===== src/sv/assert_macros.svh =====
// Assertion macros used by the top-level RTL file of the line rasterizer.
`ifndef ASSERT_MACROS_SVH
`define ASSERT_MACROS_SVH

// Clocked assertion that is switched off while reset is high.
`define ASSERT_CLK(lbl, prop, msg) \
  lbl: assert property (@(posedge clk) disable iff (rst) prop) else $error(msg);

// Clocked assertion that also holds during reset.
`define ASSERT_ALWAYS(lbl, prop, msg) \
  lbl: assert property (@(posedge clk) prop) else $error(msg);

`endif


===== src/sv/dda_pkg.sv =====
// Shared types and constants of the line rasterizer.
package dda_pkg;

  // Opcodes carried in the input tuser field.
  localparam logic [1:0] OP_STEP  = 2'd0;
  localparam logic [1:0] OP_RIGHT = 2'd1;
  localparam logic [1:0] OP_LEFT  = 2'd2;

  // Register indexes, taken from paddr[3:2].
  localparam logic [1:0] REG_ROW_BYTES = 2'd0;
  localparam logic [1:0] REG_BPP       = 2'd1;
  localparam logic [1:0] REG_COLOR     = 2'd2;

  // Register reset values.
  localparam logic [15:0] ROW_BYTES_RESET = 16'd4096;
  localparam logic [3:0]  BPP_RESET       = 4'd4;
  localparam logic [31:0] COLOR_RESET     = 32'h00FF_FFFF;

  // Status of a serial arithmetic unit.
  typedef struct packed {
    logic busy;
    logic done;
  } unit_status_t;

endpackage


===== src/sv/dda_line_segment_rasterizer.sv =====
// Top level of the DDA line segment rasterizer.
//
// Input stream (s_*): one beat per item. s_tuser holds the opcode (step,
// load rightward, load leftward); s_tdata holds x_start, y_start, x_end and
// y_end. Output stream (m_*): one beat per drawn pixel with x, rounded y,
// byte offset and colour in m_tdata and the end-of-segment flag in m_tlast.
// Registers row_bytes, bytes_per_pixel and draw_color sit on the APB port
// at byte addresses 0, 4 and 8; write them only while the block is idle.
//
// A load runs the bit-serial slope divider (one quotient bit per cycle). A
// step that draws runs the bit-serial offset unit before its pixel reaches
// the output register. Items are handled one at a time; s_tready is high
// whenever no item is in work, even while a pixel waits on m_tready. A
// stalled receiver holds the finished pixel in the output register and the
// next drawing step waits for it to leave. Reset clears the segment, empties
// the output register and restores the register reset values.
`include "assert_macros.svh"

module dda_line_segment_rasterizer #(
  parameter int COORD_BITS    = 12,
  parameter int FRACTION_BITS = 16
) (
  input  logic clk,
  input  logic rst,
  // tdata: x_start, y_start, x_end, y_end (from bit 0 up), zero padded
  input  logic                                    s_tvalid,
  output logic                                    s_tready,
  input  logic [((4*COORD_BITS+7)/8)*8-1:0]       s_tdata,
  // tuser: opcode
  input  logic [1:0]                              s_tuser,
  // tdata: pixel_x, pixel_y, byte_offset, pixel_color (from bit 0 up), zero padded
  output logic                                    m_tvalid,
  input  logic                                    m_tready,
  output logic [((2*COORD_BITS+64+7)/8)*8-1:0]    m_tdata,
  output logic                                    m_tlast,
  // Configuration port
  input  logic                                    psel,
  input  logic                                    penable,
  input  logic                                    pwrite,
  input  logic [3:0]                              paddr,
  input  logic [31:0]                             pwdata,
  output logic [31:0]                             prdata,
  output logic                                    pready
);

  localparam int C     = COORD_BITS;
  localparam int F     = FRACTION_BITS;
  localparam int QW    = C + F;
  localparam int AW    = C + F + 1;
  localparam int OUT_W = ((2*COORD_BITS+64+7)/8)*8;

  typedef enum logic [4:0] {
    S_IDLE = 5'b00001,
    S_DIV  = 5'b00010,
    S_RND  = 5'b00100,
    S_MUL  = 5'b01000,
    S_OUT  = 5'b10000
  } state_t;

  state_t state;

  // Configuration registers.
  logic [15:0] row_bytes;
  logic [3:0]  bytes_per_pixel;
  logic [31:0] draw_color;

  // Segment state.
  logic                segment_active;
  logic                step_left;
  logic [C-1:0]        current_x;
  logic [C-1:0]        target_x;
  logic [AW-1:0]       y_accumulator;
  logic [AW-1:0]       y_increment;
  logic                slope_neg;
  logic                last_flag;
  logic [C-1:0]        round_y;

  // Output register.
  logic [C-1:0]        out_x;
  logic [C-1:0]        out_y;
  logic [31:0]         out_offset;
  logic [31:0]         out_color;
  logic                out_last;
  logic                out_valid;

  // Unit interfaces.
  logic                   div_start;
  logic [QW-1:0]          quotient;
  dda_pkg::unit_status_t  div_st;
  logic                   mul_start;
  logic [31:0]            mul_offset;
  dda_pkg::unit_status_t  mul_st;

  // Input field views and load arithmetic.
  logic [1:0]    op;
  logic [C-1:0]  xs;
  logic [C-1:0]  ys;
  logic [C-1:0]  xe;
  logic [C-1:0]  ye;
  logic          op_load;
  logic          op_left;
  logic [C:0]    dx;
  logic          dx_ok;
  logic [C:0]    dy;
  logic [C:0]    dy_mag;
  logic          accept;
  logic          cfg_write;
  logic [C-1:0]  x_next;
  logic [AW-1:0] rnd_sum;
  logic [AW-1:0] half_fix;
  logic          out_free;
  logic          out_load;

  assign op = s_tuser;
  assign xs = s_tdata[C-1:0];
  assign ys = s_tdata[2*C-1:C];
  assign xe = s_tdata[3*C-1:2*C];
  assign ye = s_tdata[4*C-1:3*C];

  // Direction check and slope operands of a load.
  always_comb begin
    op_load = (op == dda_pkg::OP_RIGHT) || (op == dda_pkg::OP_LEFT);
    op_left = (op == dda_pkg::OP_LEFT);
    dx      = op_left ? ({xs[C-1], xs} - {xe[C-1], xe})
                      : ({xe[C-1], xe} - {xs[C-1], xs});
    dx_ok   = !dx[C] && (dx != '0);
    dy      = {ye[C-1], ye} - {ys[C-1], ys};
    dy_mag  = dy[C] ? (~dy + 1'b1) : dy;
  end

  assign s_tready  = (state == S_IDLE);
  assign accept    = s_tvalid && s_tready;
  assign div_start = accept && op_load && dx_ok;
  assign out_free  = !out_valid || m_tready;
  assign out_load  = (state == S_OUT) && out_free;

  // Next x and rounding of the accumulator, half away from zero.
  always_comb begin
    x_next   = step_left ? (current_x - 1'b1) : (current_x + 1'b1);
    half_fix = {{(AW-F){1'b0}}, 1'b1, {(F-1){1'b0}}};
    rnd_sum  = y_accumulator + half_fix - {{(AW-1){1'b0}}, y_accumulator[AW-1]};
    round_y  = rnd_sum[F+C-1:F];
  end

  assign mul_start = (state == S_RND);

  dda_div #(
    .NUM_BITS (QW),
    .DEN_BITS (C)
  ) u_div (
    .clk      (clk),
    .rst      (rst),
    .start    (div_start),
    .dividend ({dy_mag[C-1:0], {F{1'b0}}}),
    .divisor  (dx[C-1:0]),
    .quotient (quotient),
    .status   (div_st)
  );

  dda_mul #(
    .COORD_BITS (C)
  ) u_mul (
    .clk             (clk),
    .rst             (rst),
    .start           (mul_start),
    .coord_y         (round_y),
    .coord_x         (current_x),
    .row_bytes       (row_bytes),
    .bytes_per_pixel (bytes_per_pixel),
    .offset          (mul_offset),
    .status          (mul_st)
  );

  // Sequencer and segment state. The rounded y and the offset stay put in
  // their sources until the pixel is loaded, so a waiting beat is untouched.
  always_ff @(posedge clk) begin
    if (rst) begin
      state          <= S_IDLE;
      segment_active <= 1'b0;
      step_left      <= 1'b0;
      current_x      <= '0;
      target_x       <= '0;
      y_accumulator  <= '0;
      y_increment    <= '0;
      slope_neg      <= 1'b0;
      last_flag      <= 1'b0;
    end else begin
      case (state)
        S_IDLE: begin
          if (accept && op_load) begin
            segment_active <= dx_ok;
            if (dx_ok) begin
              step_left     <= op_left;
              current_x     <= xs;
              target_x      <= xe;
              y_accumulator <= {ys[C-1], ys, {F{1'b0}}};
              slope_neg     <= dy[C];
              state         <= S_DIV;
            end
          end else if (accept && (op == dda_pkg::OP_STEP) && segment_active) begin
            current_x     <= x_next;
            y_accumulator <= y_accumulator + y_increment;
            last_flag     <= (x_next == target_x);
            if (x_next == target_x) begin
              segment_active <= 1'b0;
            end
            state <= S_RND;
          end
        end
        S_DIV: begin
          if (div_st.done) begin
            y_increment <= slope_neg ? (~{1'b0, quotient} + 1'b1) : {1'b0, quotient};
            state       <= S_IDLE;
          end
        end
        S_RND: begin
          state <= S_MUL;
        end
        S_MUL: begin
          if (mul_st.done) begin
            state <= S_OUT;
          end
        end
        S_OUT: begin
          if (out_free) begin
            out_x      <= current_x;
            out_y      <= round_y;
            out_offset <= mul_offset;
            out_color  <= draw_color;
            out_last   <= last_flag;
            state      <= S_IDLE;
          end
        end
        default: begin
          state <= S_IDLE;
        end
      endcase
    end
  end

  // Output beat valid: set when a pixel is loaded, cleared when it is taken.
  always_ff @(posedge clk) begin
    if (rst) begin
      out_valid <= 1'b0;
    end else if (out_load) begin
      out_valid <= 1'b1;
    end else if (m_tready) begin
      out_valid <= 1'b0;
    end
  end

  assign m_tvalid = out_valid;
  assign m_tlast  = out_last;
  assign m_tdata  = OUT_W'({out_color, out_offset, out_y, out_x});

  // Configuration registers.
  assign pready    = 1'b1;
  assign cfg_write = psel && penable && pwrite && pready;

  always_ff @(posedge clk) begin
    if (rst) begin
      row_bytes       <= dda_pkg::ROW_BYTES_RESET;
      bytes_per_pixel <= dda_pkg::BPP_RESET;
      draw_color      <= dda_pkg::COLOR_RESET;
    end else if (cfg_write) begin
      case (paddr[3:2])
        dda_pkg::REG_ROW_BYTES: row_bytes       <= pwdata[15:0];
        dda_pkg::REG_BPP:       bytes_per_pixel <= pwdata[3:0];
        dda_pkg::REG_COLOR:     draw_color      <= pwdata;
        default: begin
        end
      endcase
    end
  end

  // Register read back.
  always_comb begin
    case (paddr[3:2])
      dda_pkg::REG_ROW_BYTES: prdata = {16'd0, row_bytes};
      dda_pkg::REG_BPP:       prdata = {28'd0, bytes_per_pixel};
      dda_pkg::REG_COLOR:     prdata = draw_color;
      default:                prdata = 32'd0;
    endcase
  end

  // The divider reports only while the sequencer waits for it.
  `ASSERT_CLK(a_div_done_in_div, div_st.done |-> (state == S_DIV), "divider done outside divide")
  // The offset unit reports only while the sequencer waits for it.
  `ASSERT_CLK(a_mul_done_in_mul, mul_st.done |-> (state == S_MUL), "offset done outside multiply")
  // An item is taken only with both serial units at rest.
  `ASSERT_CLK(a_units_idle_on_take, s_tready |-> (!div_st.busy && !mul_st.busy), "unit busy at input")

endmodule


===== src/sv/dda_div.sv =====
// Bit-serial restoring divider, one quotient bit per cycle.
module dda_div #(
  parameter int NUM_BITS = 28,
  parameter int DEN_BITS = 12
) (
  input  logic                      clk,
  input  logic                      rst,
  input  logic                      start,
  input  logic [NUM_BITS-1:0]       dividend,
  input  logic [DEN_BITS-1:0]       divisor,
  output logic [NUM_BITS-1:0]       quotient,
  output dda_pkg::unit_status_t     status
);

  localparam int CW = $clog2(NUM_BITS + 1);

  logic [NUM_BITS-1:0] shreg;
  logic [DEN_BITS-1:0] rem;
  logic [DEN_BITS-1:0] den;
  logic [CW-1:0]       count;
  logic                busy;
  logic                done;
  logic [DEN_BITS:0]   trial;
  logic [DEN_BITS:0]   diff;
  logic                fits;

  // Trial subtraction of the divisor from the partial remainder.
  always_comb begin
    trial = {rem, shreg[NUM_BITS-1]};
    diff  = trial - {1'b0, den};
    fits  = !diff[DEN_BITS];
  end

  // The dividend shifts out at the top while quotient bits shift in below.
  always_ff @(posedge clk) begin
    if (rst) begin
      busy  <= 1'b0;
      done  <= 1'b0;
      count <= '0;
    end else begin
      done <= 1'b0;
      if (start) begin
        busy  <= 1'b1;
        count <= '0;
        shreg <= dividend;
        rem   <= '0;
        den   <= divisor;
      end else if (busy) begin
        shreg <= {shreg[NUM_BITS-2:0], fits};
        rem   <= fits ? diff[DEN_BITS-1:0] : trial[DEN_BITS-1:0];
        count <= count + 1'b1;
        if (count == CW'(NUM_BITS - 1)) begin
          busy <= 1'b0;
          done <= 1'b1;
        end
      end
    end
  end

  assign quotient    = shreg;
  assign status.busy = busy;
  assign status.done = done;

endmodule


===== src/sv/dda_mul.sv =====
// Bit-serial offset unit: py*row_bytes + x*bytes_per_pixel, one bit pair per cycle.
module dda_mul #(
  parameter int COORD_BITS = 12
) (
  input  logic                    clk,
  input  logic                    rst,
  input  logic                    start,
  input  logic [COORD_BITS-1:0]   coord_y,
  input  logic [COORD_BITS-1:0]   coord_x,
  input  logic [15:0]             row_bytes,
  input  logic [3:0]              bytes_per_pixel,
  output logic [31:0]             offset,
  output dda_pkg::unit_status_t   status
);

  localparam int CW = (COORD_BITS > 1) ? $clog2(COORD_BITS) : 1;

  logic [COORD_BITS-1:0] my;
  logic [COORD_BITS-1:0] mx;
  logic [31:0]           ca;
  logic [31:0]           cb;
  logic [31:0]           acc;
  logic [CW-1:0]         count;
  logic                  busy;
  logic                  done;
  logic [31:0]           ta;
  logic [31:0]           tb;
  logic [31:0]           acc_next;
  logic                  sign_bit;

  // Partial products of this bit; the sign bit of each coordinate weighs negative.
  always_comb begin
    ta       = my[0] ? ca : 32'd0;
    tb       = mx[0] ? cb : 32'd0;
    sign_bit = (count == CW'(COORD_BITS - 1));
    acc_next = sign_bit ? (acc - ta - tb) : (acc + ta + tb);
  end

  always_ff @(posedge clk) begin
    if (rst) begin
      busy  <= 1'b0;
      done  <= 1'b0;
      count <= '0;
    end else begin
      done <= 1'b0;
      if (start) begin
        busy  <= 1'b1;
        count <= '0;
        my    <= coord_y;
        mx    <= coord_x;
        ca    <= {16'd0, row_bytes};
        cb    <= {28'd0, bytes_per_pixel};
        acc   <= '0;
      end else if (busy) begin
        my    <= my >> 1;
        mx    <= mx >> 1;
        ca    <= ca << 1;
        cb    <= cb << 1;
        acc   <= acc_next;
        count <= count + 1'b1;
        if (sign_bit) begin
          busy <= 1'b0;
          done <= 1'b1;
        end
      end
    end
  end

  assign offset      = acc;
  assign status.busy = busy;
  assign status.done = done;

endmodule


===== config.mk =====
export PLATFORM = sky130hd
export DESIGN_NAME = dda_line_segment_rasterizer
export DESIGN_NICKNAME = d
export VERILOG_FILES = /design/src/sv/dda_pkg.sv /design/src/sv/dda_line_segment_rasterizer.sv /design/src/sv/dda_div.sv /design/src/sv/dda_mul.sv
export VERILOG_INCLUDE_DIRS = /design/src /design/src/sv
export SDC_FILE = /design/constraint.sdc
export NUM_CORES = 1
export LEC_CHECK = 0
export BUFFER_PORTS_ARGS = -buffer_cell sky130_fd_sc_hd__buf_2
export CORE_ASPECT_RATIO = 0.9
export CORE_MARGIN = 2
export CORE_UTILIZATION = 25
export CTS_CLUSTER_SIZE = 16
export DETAILED_ROUTE_END_ITERATION = 10
export PLACE_DENSITY = 0.45
export SLEW_MARGIN = 15
export SYNTH_ARGS = -nofsm -noshare
export SYNTH_HDL_FRONTEND = slang
export SYNTH_SLANG_ARGS = --single-unit
export TNS_END_PERCENT = 30

===== constraint.sdc =====
create_clock -name clk -period 8.6 [get_ports clk]
set_clock_uncertainty 0.1 [all_clocks]
set_input_delay 1.29 -clock clk [delete_from_list [all_inputs] [get_ports clk]]
set_output_delay 1.29 -clock clk [all_outputs]
set_load 0.03 [all_outputs]

# After elaboration in Yosys (flattened, before gate mapping)
# Cells that the tools add are included.
[word_totals] register_bits=418 input_bits=93 out_inout_bits=124 elab_cells=162
[op_classes] add_sub_neg=17 eq_ne=18 muxes=47 bitwise=6 n_reduce_logical=39
[op_table] cell="two-way mux 32 bit" n=6
[op_table] cell="two-way mux 12 bit" n=11
[op_table] cell="two-way mux 29 bit" n=4
[op_table] cell="case mux 32 bit (3 select lines)" n=1
[op_table] cell="adder 32 bit" n=2
[op_table] cell="subtractor 32 bit" n=2
[op_table] cell="two-way mux 28 bit" n=2
[op_table] cell="subtractor 12 x 12 -> 13 bit" n=3
[op_table] cell="two-way mux 5 bit" n=6
[op_table] cell="adder 29 x 1 -> 29 bit, second input constant" n=1
[op_table] cell="adder 29 bit" n=1
[op_table] cell="inverter 28 -> 29 bit" n=1
[op_table] cell="adder 28 x 16 -> 28 bit, second input constant" n=1
[op_table] cell="subtractor 28 x 1 -> 28 bit" n=1
[op_table] cell="case mux 5 bit (5 select lines)" n=1
[op_table] cell="adder 12 x 1 -> 12 bit, second input constant" n=2
[op_table] cell="two-way mux 16 bit" n=1
[op_table] cell="AND reduction 3 bit" n=5
[op_table] cell="AND reduction 2 bit" n=7
[op_table] cell="two-way mux 1 bit" n=13
[op_table] cell="two-way mux 13 bit" n=1
[op_table] cell="nonzero test 13 bit" n=1
[op_table] cell="subtractor 13 x 12 -> 13 bit" n=1
[op_table] cell="== test 12 bit" n=1
[op_table] cell="26 further kinds" n=52

# Logic depth before layout (Yosys ltp)
# Gate-level depths: netlist of the first run.
[depth] ltp_word=7 depth_mapped=16 depth_no_buf=15

# Modules after synthesis
# From an unflattened synthesis of the first run, not the netlist that was laid out.
[unflattened] hier_cells=2904 area_unflattened_um2=27372.5
[by_module_without_submodules] module="dda_line_segment_rasterizer" n_inst=1 cells_per_inst=1589 area_each_um2=13852.0 seq_area_each_um2=5555.3
[by_module_without_submodules] module="dda_mul" n_inst=1 cells_per_inst=1059 area_each_um2=10416.2 seq_area_each_um2=3723.6
[by_module_without_submodules] module="dda_div" n_inst=1 cells_per_inst=256 area_each_um2=3104.2 seq_area_each_um2=1701.6

# Least setup slack after synthesis of the first run
# Ideal clock, no wire load.
[synth_timing] path_type="input to register" startpoint="in rst" endpoint="reg u_mul.ca[0], enable pin" setup_time_ns=0.601 t_arrival_ns=6.674 required_time_ns=7.899 setup_slack_ns=1.225 stages=3 path_buffers=2 path_cell_list="clkbuf_1 -> clkbuf_1 -> nor2_1"
[synth_via] elab_chain_cells=2
[synth_lines] item="start, declared" line="dda_line_segment_rasterizer.sv:24" rtl="input logic rst,"
[synth_lines] item="inverter 1 bit (no line)"
[synth_lines] item="AND reduction 2 bit (no line)"
[synth_lines] item="end signal, assigned" line="dda_mul.sv:51" rtl="ca <= {16'd0, row_bytes};"
[synth_lines] item="end signal, assigned" line="dda_mul.sv:57" rtl="ca <= ca << 1;"
[synth_lines] item="end, declared" line="dda_mul.sv:20" rtl="logic [31:0] ca;"
# Every way passes these cells.
# A chain may end at the register's enable or synchronous reset.

# Worst setup path after layout of the first run
[layout_timing] startpoint="reg u_mul.my[0]" endpoint="reg u_mul.acc[29], in the netlist u_mul.offset[29], data pin"
[layout_via] elab_chain_cells=5 elab_cells_between_ends=7 classes_between="add/sub (4); mux (3)"
[layout_lines] item="start, declared" line="dda_mul.sv:18" rtl="logic [COORD_BITS-1:0] my;"
[layout_lines] item="start signal, assigned" line="dda_mul.sv:49" rtl="my <= coord_y;"
[layout_lines] item="start signal, assigned" line="dda_mul.sv:55" rtl="my <= my >> 1;"
[layout_lines] item="two-way mux 32 bit *" line="dda_mul.sv:33" rtl="ta = my[0] ? ca : 32'd0;"
[layout_lines] item="adder 32 bit or subtractor 32 bit (tied branches) (2 in series)" line="dda_mul.sv:36" rtl="acc_next = sign_bit ? (acc - ta - tb) : (acc + ta + tb);"
[layout_lines] item="two-way mux 32 bit *" line="dda_mul.sv:36"
[layout_lines] item="two-way mux 32 bit *" line="dda_mul.sv:54" rtl="end else if (busy) begin"
[layout_lines] item="end signal, assigned" line="dda_mul.sv:59" rtl="acc <= acc_next;"
[layout_lines] item="end, declared" line="dda_mul.sv:22" rtl="logic [31:0] acc;"
# Mark *: on every way between the ends. The rest lies on a longest branch, timed or not. The select of a mux whose other input is x is not followed.

==> results of run 1 <==
## report_power, final
group / leakage [nW] / total [mW] / switching [mW] / internal (mW)
logic: 8.42 / 0.737 / 0.458 / 0.279
registers: 3.63 / 2.23 / 0.0510 / 2.18
clock network: 0.886 / 2.31 / 0.966 / 1.34
total: 12.9 / 5.28 / 1.47 / 3.80
## cells by family (layout without fill, tap and decap cells)
kind of cell / Yosys count / count (layout) / synth area share [%]
and+or+nand+nor: 1019 / 1019 / 17.9
AOI/OAI and AO/OA: 627 / 627 / 15.2
DFF: 418 / 418 / 40.9
buffers and inverters: 330 / 545 / 4.70
adders and majority gates: 251 / 251 / 13.6
xor gates and xnor gates: 163 / 163 / 5.48
muxes: 58 / 58 / 2.20
other: 1 / 4 / 0.0140
## per-stage QoR
step | worst slack (ns) | utilization, % | instance area, µm² | total power [mW]
2_1_floorplan | 1.23 | - | 26800 | 2.78
3_3_place_gp | 2.93 | 27.5 | 29400 | 3.01
3_5_place_dp | 2.90 | 27.5 | 29400 | 3.02
4_1_cts | 3.34 | 29.2 | 31200 | 5.37
5_1_grt | 3.00 | 29.2 | 31200 | 5.53
6_report | 3.41 | 29.2 | 31200 | 5.28
## final timing paths
check	slack [ns]	endpoint	from
max reg2reg	3.41	u_mul.offset[29]	u_mul.my[0]
min reg2reg	0.35	out_color[28]	draw_color[28]
max	3.41	u_mul.offset[29]	u_mul.my[0]
min	0.35	out_color[28]	draw_color[28]
## cell usage in the layout (no fill, tap or decap), types with 11 or more instances in the layout
master	count
a211oi_1	43
a21o_1	60
a21oi_1	203
a311oi_1	16
a31oi_1	31
and2_1	92
and3_1	22
buf_2	212
buf_4	25
clkbuf_16	59
dfxtp_1	157
edfxtp_1	261
fa_1	69
ha_1	182
inv_1	206
mux2i_1	50
nand2_1	428
nand2b_1	18
nand3_1	95
nand4_1	15
nor2_1	161
nor2b_1	28
nor3_1	67
o211ai_1	16
o21a_1	19
o21ai_0	101
o21bai_1	13
o22ai_1	11
o31ai_1	17
or2_2	12
or3_1	19
xnor2_1	92
xor2_1	68
## sequential cells by signal, summed over array words and instances, names as in the netlist, 16 cells and up
signal	flops
out_color	32
u_div.quotient	28
u_mul.ca	32
row_bytes	16
out_offset	32
y_increment	29
u_mul.offset	32
y_accumulator	29
u_mul.cb	32
draw_color	32
## routing by layer
layer / vias up / wire, µm / GRT usage (%)
met1: 10000 / 38500 / 20.0
met3: 92 / 3120 / 2.15
met4: 2 / 1810 / 3.98
li1: 10500 / - / -
met5: - / 11 / 0
met2: 287 / 33700 / 21.3
## layout make-up
cell class                 instances  area share (%)
multi-input combinational       2119            47.0
sequential                       418            35.2
tap                             1392            5.58
clock buffer                      73            5.12
timing repair buffer             237            4.00
inverter                         208            2.50
clock inverter                    27           0.645
antenna                            3          0.0240
==> metrics.yaml, run 1 <==
timing:
  tns_ns: 0
  setup_viol: 0
  final_hold_viol_count: 0
  post-route-period-util_pct: 60.3
  drv_slew: 0
  holdWs_ns: 0.346
  period_needed_ns: 5.19
  tightest_slew_ns: 1.18
  maxSlewHeadroom_pct: 21.4
  timing.fmax_mhz: 193
  grt_setup_unrepaired: "false"
drt:
  route.detailed.drc: 0
  route.vias.total: 20900
  totalWireLength_um: 77100
  drtPass1Iterations: 5
  drtIter0Drc: 1126
  routed_via_density: 4.66
  wire_per_inst_um: 17.2
  ant_nets: 0
place:
  globalplace.congestion: 0.814
  dp_hpwl_um: 55700
  dp.cells: 4374
  place.port_buffers: 213
worst_setup_path:
  cp.arrival_ns: 5.58
  cp.depth: 13
  crit_type: "reg -> reg"
  path_buf_inv: 1
  required_ns: 8.99
  cp-start-kind: "register"
  crit_top_cell: "a211o_1"
  endpoint_kind: "register"
  cp_slowest_stage_delay_ns: 0.78
  cpLargestDelayFamily: "compound AO/OA/AOI/OAI gates"
  r2r_cells: 13
  slowest_stage: "edfxtp_1"
  crit_chain: "nand2_1, inv_1, fa_1, ha_1, nor2b_1, o31a_1, o31ai_1, a21oi_1, nor3_1, a22oi_1, a211o_1, a2111oi_0, a211o_1"
  worst-path-max-fanout: 15
flow_run:
  drv_cap: 0
cts:
  clk_pin_slew_ns: 0.06
  clockRootBuffer: "clkbuf_16"
  cts_resized: 0
  clock_path_buffers: 3
  cts.sinks: 418
  post_cts_buffers: 0
  cts_tree: "yes"
  h-tree-depth: 2
  hold_buffers: 0
  cts_buffers: 54
  clkLatencyLatePin_ns: 0.64
layout:
  nFillCells: 11400
  layout-drive-gt1-share_pct: 12.2
  fin_nets: 3382
  syn_to_final_growth_pct: 16.3
  layout.cells.non_filler: 4477
  regArea_mm2: 0.0110
  multi_input_area_mm2: 0.0147
synthesis:
  netlist-cell-type-count: 89
  synthMostInstantiatedCell: "nand2_1"
  synthTopCellsByCount: "428 x nand2_1, 261 x edfxtp_1, 206 x inv_1, 204 x a21oi_1, 182 x ha_1"
  netlist_instances: 2867
  synth_top_area_cell: "edfxtp_1"
  synth-async-reset-ratio_pct: 0
  syn_avg_cell_area_um2: 9.36
  syn-cell-area_mm2: 0.0268
  synth_edf_count: 261
  synth_top_area_share_pct: 29.2
  synth-seq-area-share_pct: 40.9
  synthTopCellsByArea: "edfxtp_1 29%, dfxtp_1 12%, ha_1 8.5%"
  yosys_warnings: 0
  synth_nets: 3211
  synth_flop_cell: "edfxtp_1"
  synth-seq-cells: 418
global_routing:
  first_global_vias: 20500
  grt_max_degree: 70
  globalRoute.totalOverflow: 0
  grt_usage_pct: 13.9
  grt_antenna_before_repair: 7
  grt_first_pass_wirelength_um: 120000
die:
  core_area_mm2: 0.107
  io-pin-count: 217
  start_util_pct: 25.1
  die_w_um: 349
  die_h_um: 315
  die_area_mm2: 0.110
  rows: 114
run_status:
  status: "finished clean"
power_and_ir_drop:
  p_leak_nw: 12.9
  irDropWorstVdd_v: 0.000146
  power_density_mw_per_mm2: 169
worst_hold_path:
  hp-class: "reg -> reg"
  hold_path_depth: 0
Note: power is estimated with default switching activity, not from simulation.
==> run 2, diff against run 1 <==
==> constraint.sdc (replaced) <==
create_clock -name clk -period 4.8 [get_ports clk]
set_clock_uncertainty 0.1 [all_clocks]
set_input_delay 0.72 -clock clk [delete_from_list [all_inputs] [get_ports clk]]
set_output_delay 0.72 -clock clk [all_outputs]
set_load 0.03 [all_outputs]
==> run 2 against run 1 <==
Compared with the run above:
- combinational power grew 78%
- flip-flop and latch count unchanged
- critical path depth is 1 higher
- sequential share of layout area down 0.44 points
- highest routed layer unchanged
- via count is 0.21% higher
- die area did not move
- wire length fell by 1.3%
- critical endpoint is now u_mul.offset[30]
==> metrics.yaml, run 2 (synthesis results as in run 1) <==
global_routing:
  grt_max_degree: 107
  globalRoute.totalOverflow: 0
  grt_antenna_before_repair: 8
  grt_usage_pct: 13.6
  first_global_vias: 20300
  grt_first_pass_wirelength_um: 119000
drt:
  route.detailed.drc: 0
  wire_per_inst_um: 16.9
  drtIter0Drc: 1179
  ant_nets: 0
  routed_via_density: 4.64
  drtPass1Iterations: 5
  totalWireLength_um: 76000
  route.vias.total: 20900
power_and_ir_drop:
  irDropWorstVdd_v: 0.000259
  power_frac_comb_pct: 13.4
  p_int_mw: 7.08
  p_leak_nw: 13.1
  clkPwrFrac_pct: 45.5
  switching_share_pct: 27.4
  power_density_mw_per_mm2: 308
  p_seq_share_pct: 41.0
  p_sw_mw: 2.66
timing:
  tightest_slew_ns: 1.07
  maxSlewHeadroom_pct: 28.4
  grt_setup_unrepaired: "false"
  period_needed_ns: 4.53
  final_hold_viol_count: 0
  post-route-period-util_pct: 94.3
  tns_ns: 0
  setup_viol: 0
  timing.fmax_mhz: 221
  drv_slew: 0
  holdWs_ns: 0.201
layout:
  layout-drive-gt1-share_pct: 13.0
  final_common_cell: "nand2_1"
  nFillCells: 11400
  syn_to_final_growth_pct: 17.8
  layout.cells.non_filler: 4504
  fin_nets: 3407
  layout_common_cells: "428 x nand2_1, 261 x edfxtp_1, 212 x buf_2"
cts:
  cts.sinks: 418
  clk_pin_slew_ns: 0.06
  cts_tree: "yes"
  h-tree-depth: 2
  clockRootBuffer: "clkbuf_16"
  cts_buffers: 55
  hold_buffers: 0
  clkLatencyLatePin_ns: 0.65
  post_cts_buffers: 0
  clock_path_buffers: 3
  cts_resized: 0
place:
  place.port_buffers: 213
  globalplace.congestion: 0.835
  dp_hpwl_um: 56400
  dp.cells: 4398
run_status:
  status: "finished clean"
die:
  core_area_mm2: 0.107
  die_w_um: 349
  die_area_mm2: 0.110
  rows: 114
  io-pin-count: 217
  start_util_pct: 25.1
  die_h_um: 315
worst_setup_path:
  endpoint_kind: "register"
  cp.arrival_ns: 4.81
  crit_type: "reg -> reg"
  cp-start-kind: "register"
  r2r_slack_ns: 0.27
  required_ns: 5.08
  worst-path-max-fanout: 7
flow_run:
  drv_cap: 0
worst_hold_path:
  hp-class: "in -> reg"
==> run 2: worst max-delay path: stages (launching register included) <==
cell and delay, ns:
edfxtp_1 0.56, buf_4 0.24, nand2_1 0.09, inv_1 0.06, fa_1 0.49, ha_1 0.39
a211o_1 0.32, a2111oi_0 0.49, buf_4 0.20, o41ai_1 0.10, a221o_1 0.42, a211o_1 0.32
nand3_1 0.16, mux2i_1 0.21, nor3_1 0.08
==> run 2: layout make-up <==
cell class	instances	area (µm²)	area share [%]
flip-flops and latches	418	11000	34.7
multi-input cells	2119	14700	46.4
clock inverters	35	439	1.39
inverters	208	781	2.47
clock buffers	69	1520	4.81
repair buffers	261	1490	4.72
well taps	1392	1740	5.51
diodes	2	5.00	0.0158
==> run 2: worst paths after layout <==
kind,start,cells after the start,to
worst max-delay path,u_mul.mx[0],14,u_mul.offset[30]
worst min-delay path,pwdata[18],3,draw_color[18]
worst max register to register,u_mul.mx[0],14,u_mul.offset[30]
worst min register to register,last_flag,0,m_tlast
==> run 2: metrics by stage <==
step | total power [mW] | cell area (µm²) | worst slack (ns) | utilization [%]
3_3_place_gp | 5.39 | 29700 | 0.300 | 27.7
3_5_place_dp | 5.39 | 29700 | 0.297 | 27.7
6_report | 9.74 | 31600 | 0.272 | 29.6
2_1_floorplan | 4.98 | 26800 | -0.884 | -
5_1_grt | 10.2 | 31600 | 0.0250 | 29.6
4_1_cts | 9.91 | 31600 | 0.249 | 29.6
==> run 2: routing by layer <==
layer | vias to the layer above | global-route usage, % | routed length, µm
met3 | 88 | 2.06 | 2990
li1 | 10500 | - | -
met4 | 4 | 3.34 | 1500
met5 | - | 0 | 27
met1 | 9956 | 20.0 | 38600
met2 | 330 | 20.8 | 32900
==> run 2: power groups by stage <==
stage               sequential [mW]  combinational (mW)  clock, mW
floorplan                      4.03               0.942          0
global placement               4.07                1.32          0
detailed placement             4.07                1.31          0
CTS                            4.00                1.32       4.60
global route                   4.01                1.47       4.72
finish                         4.00                1.31       4.43
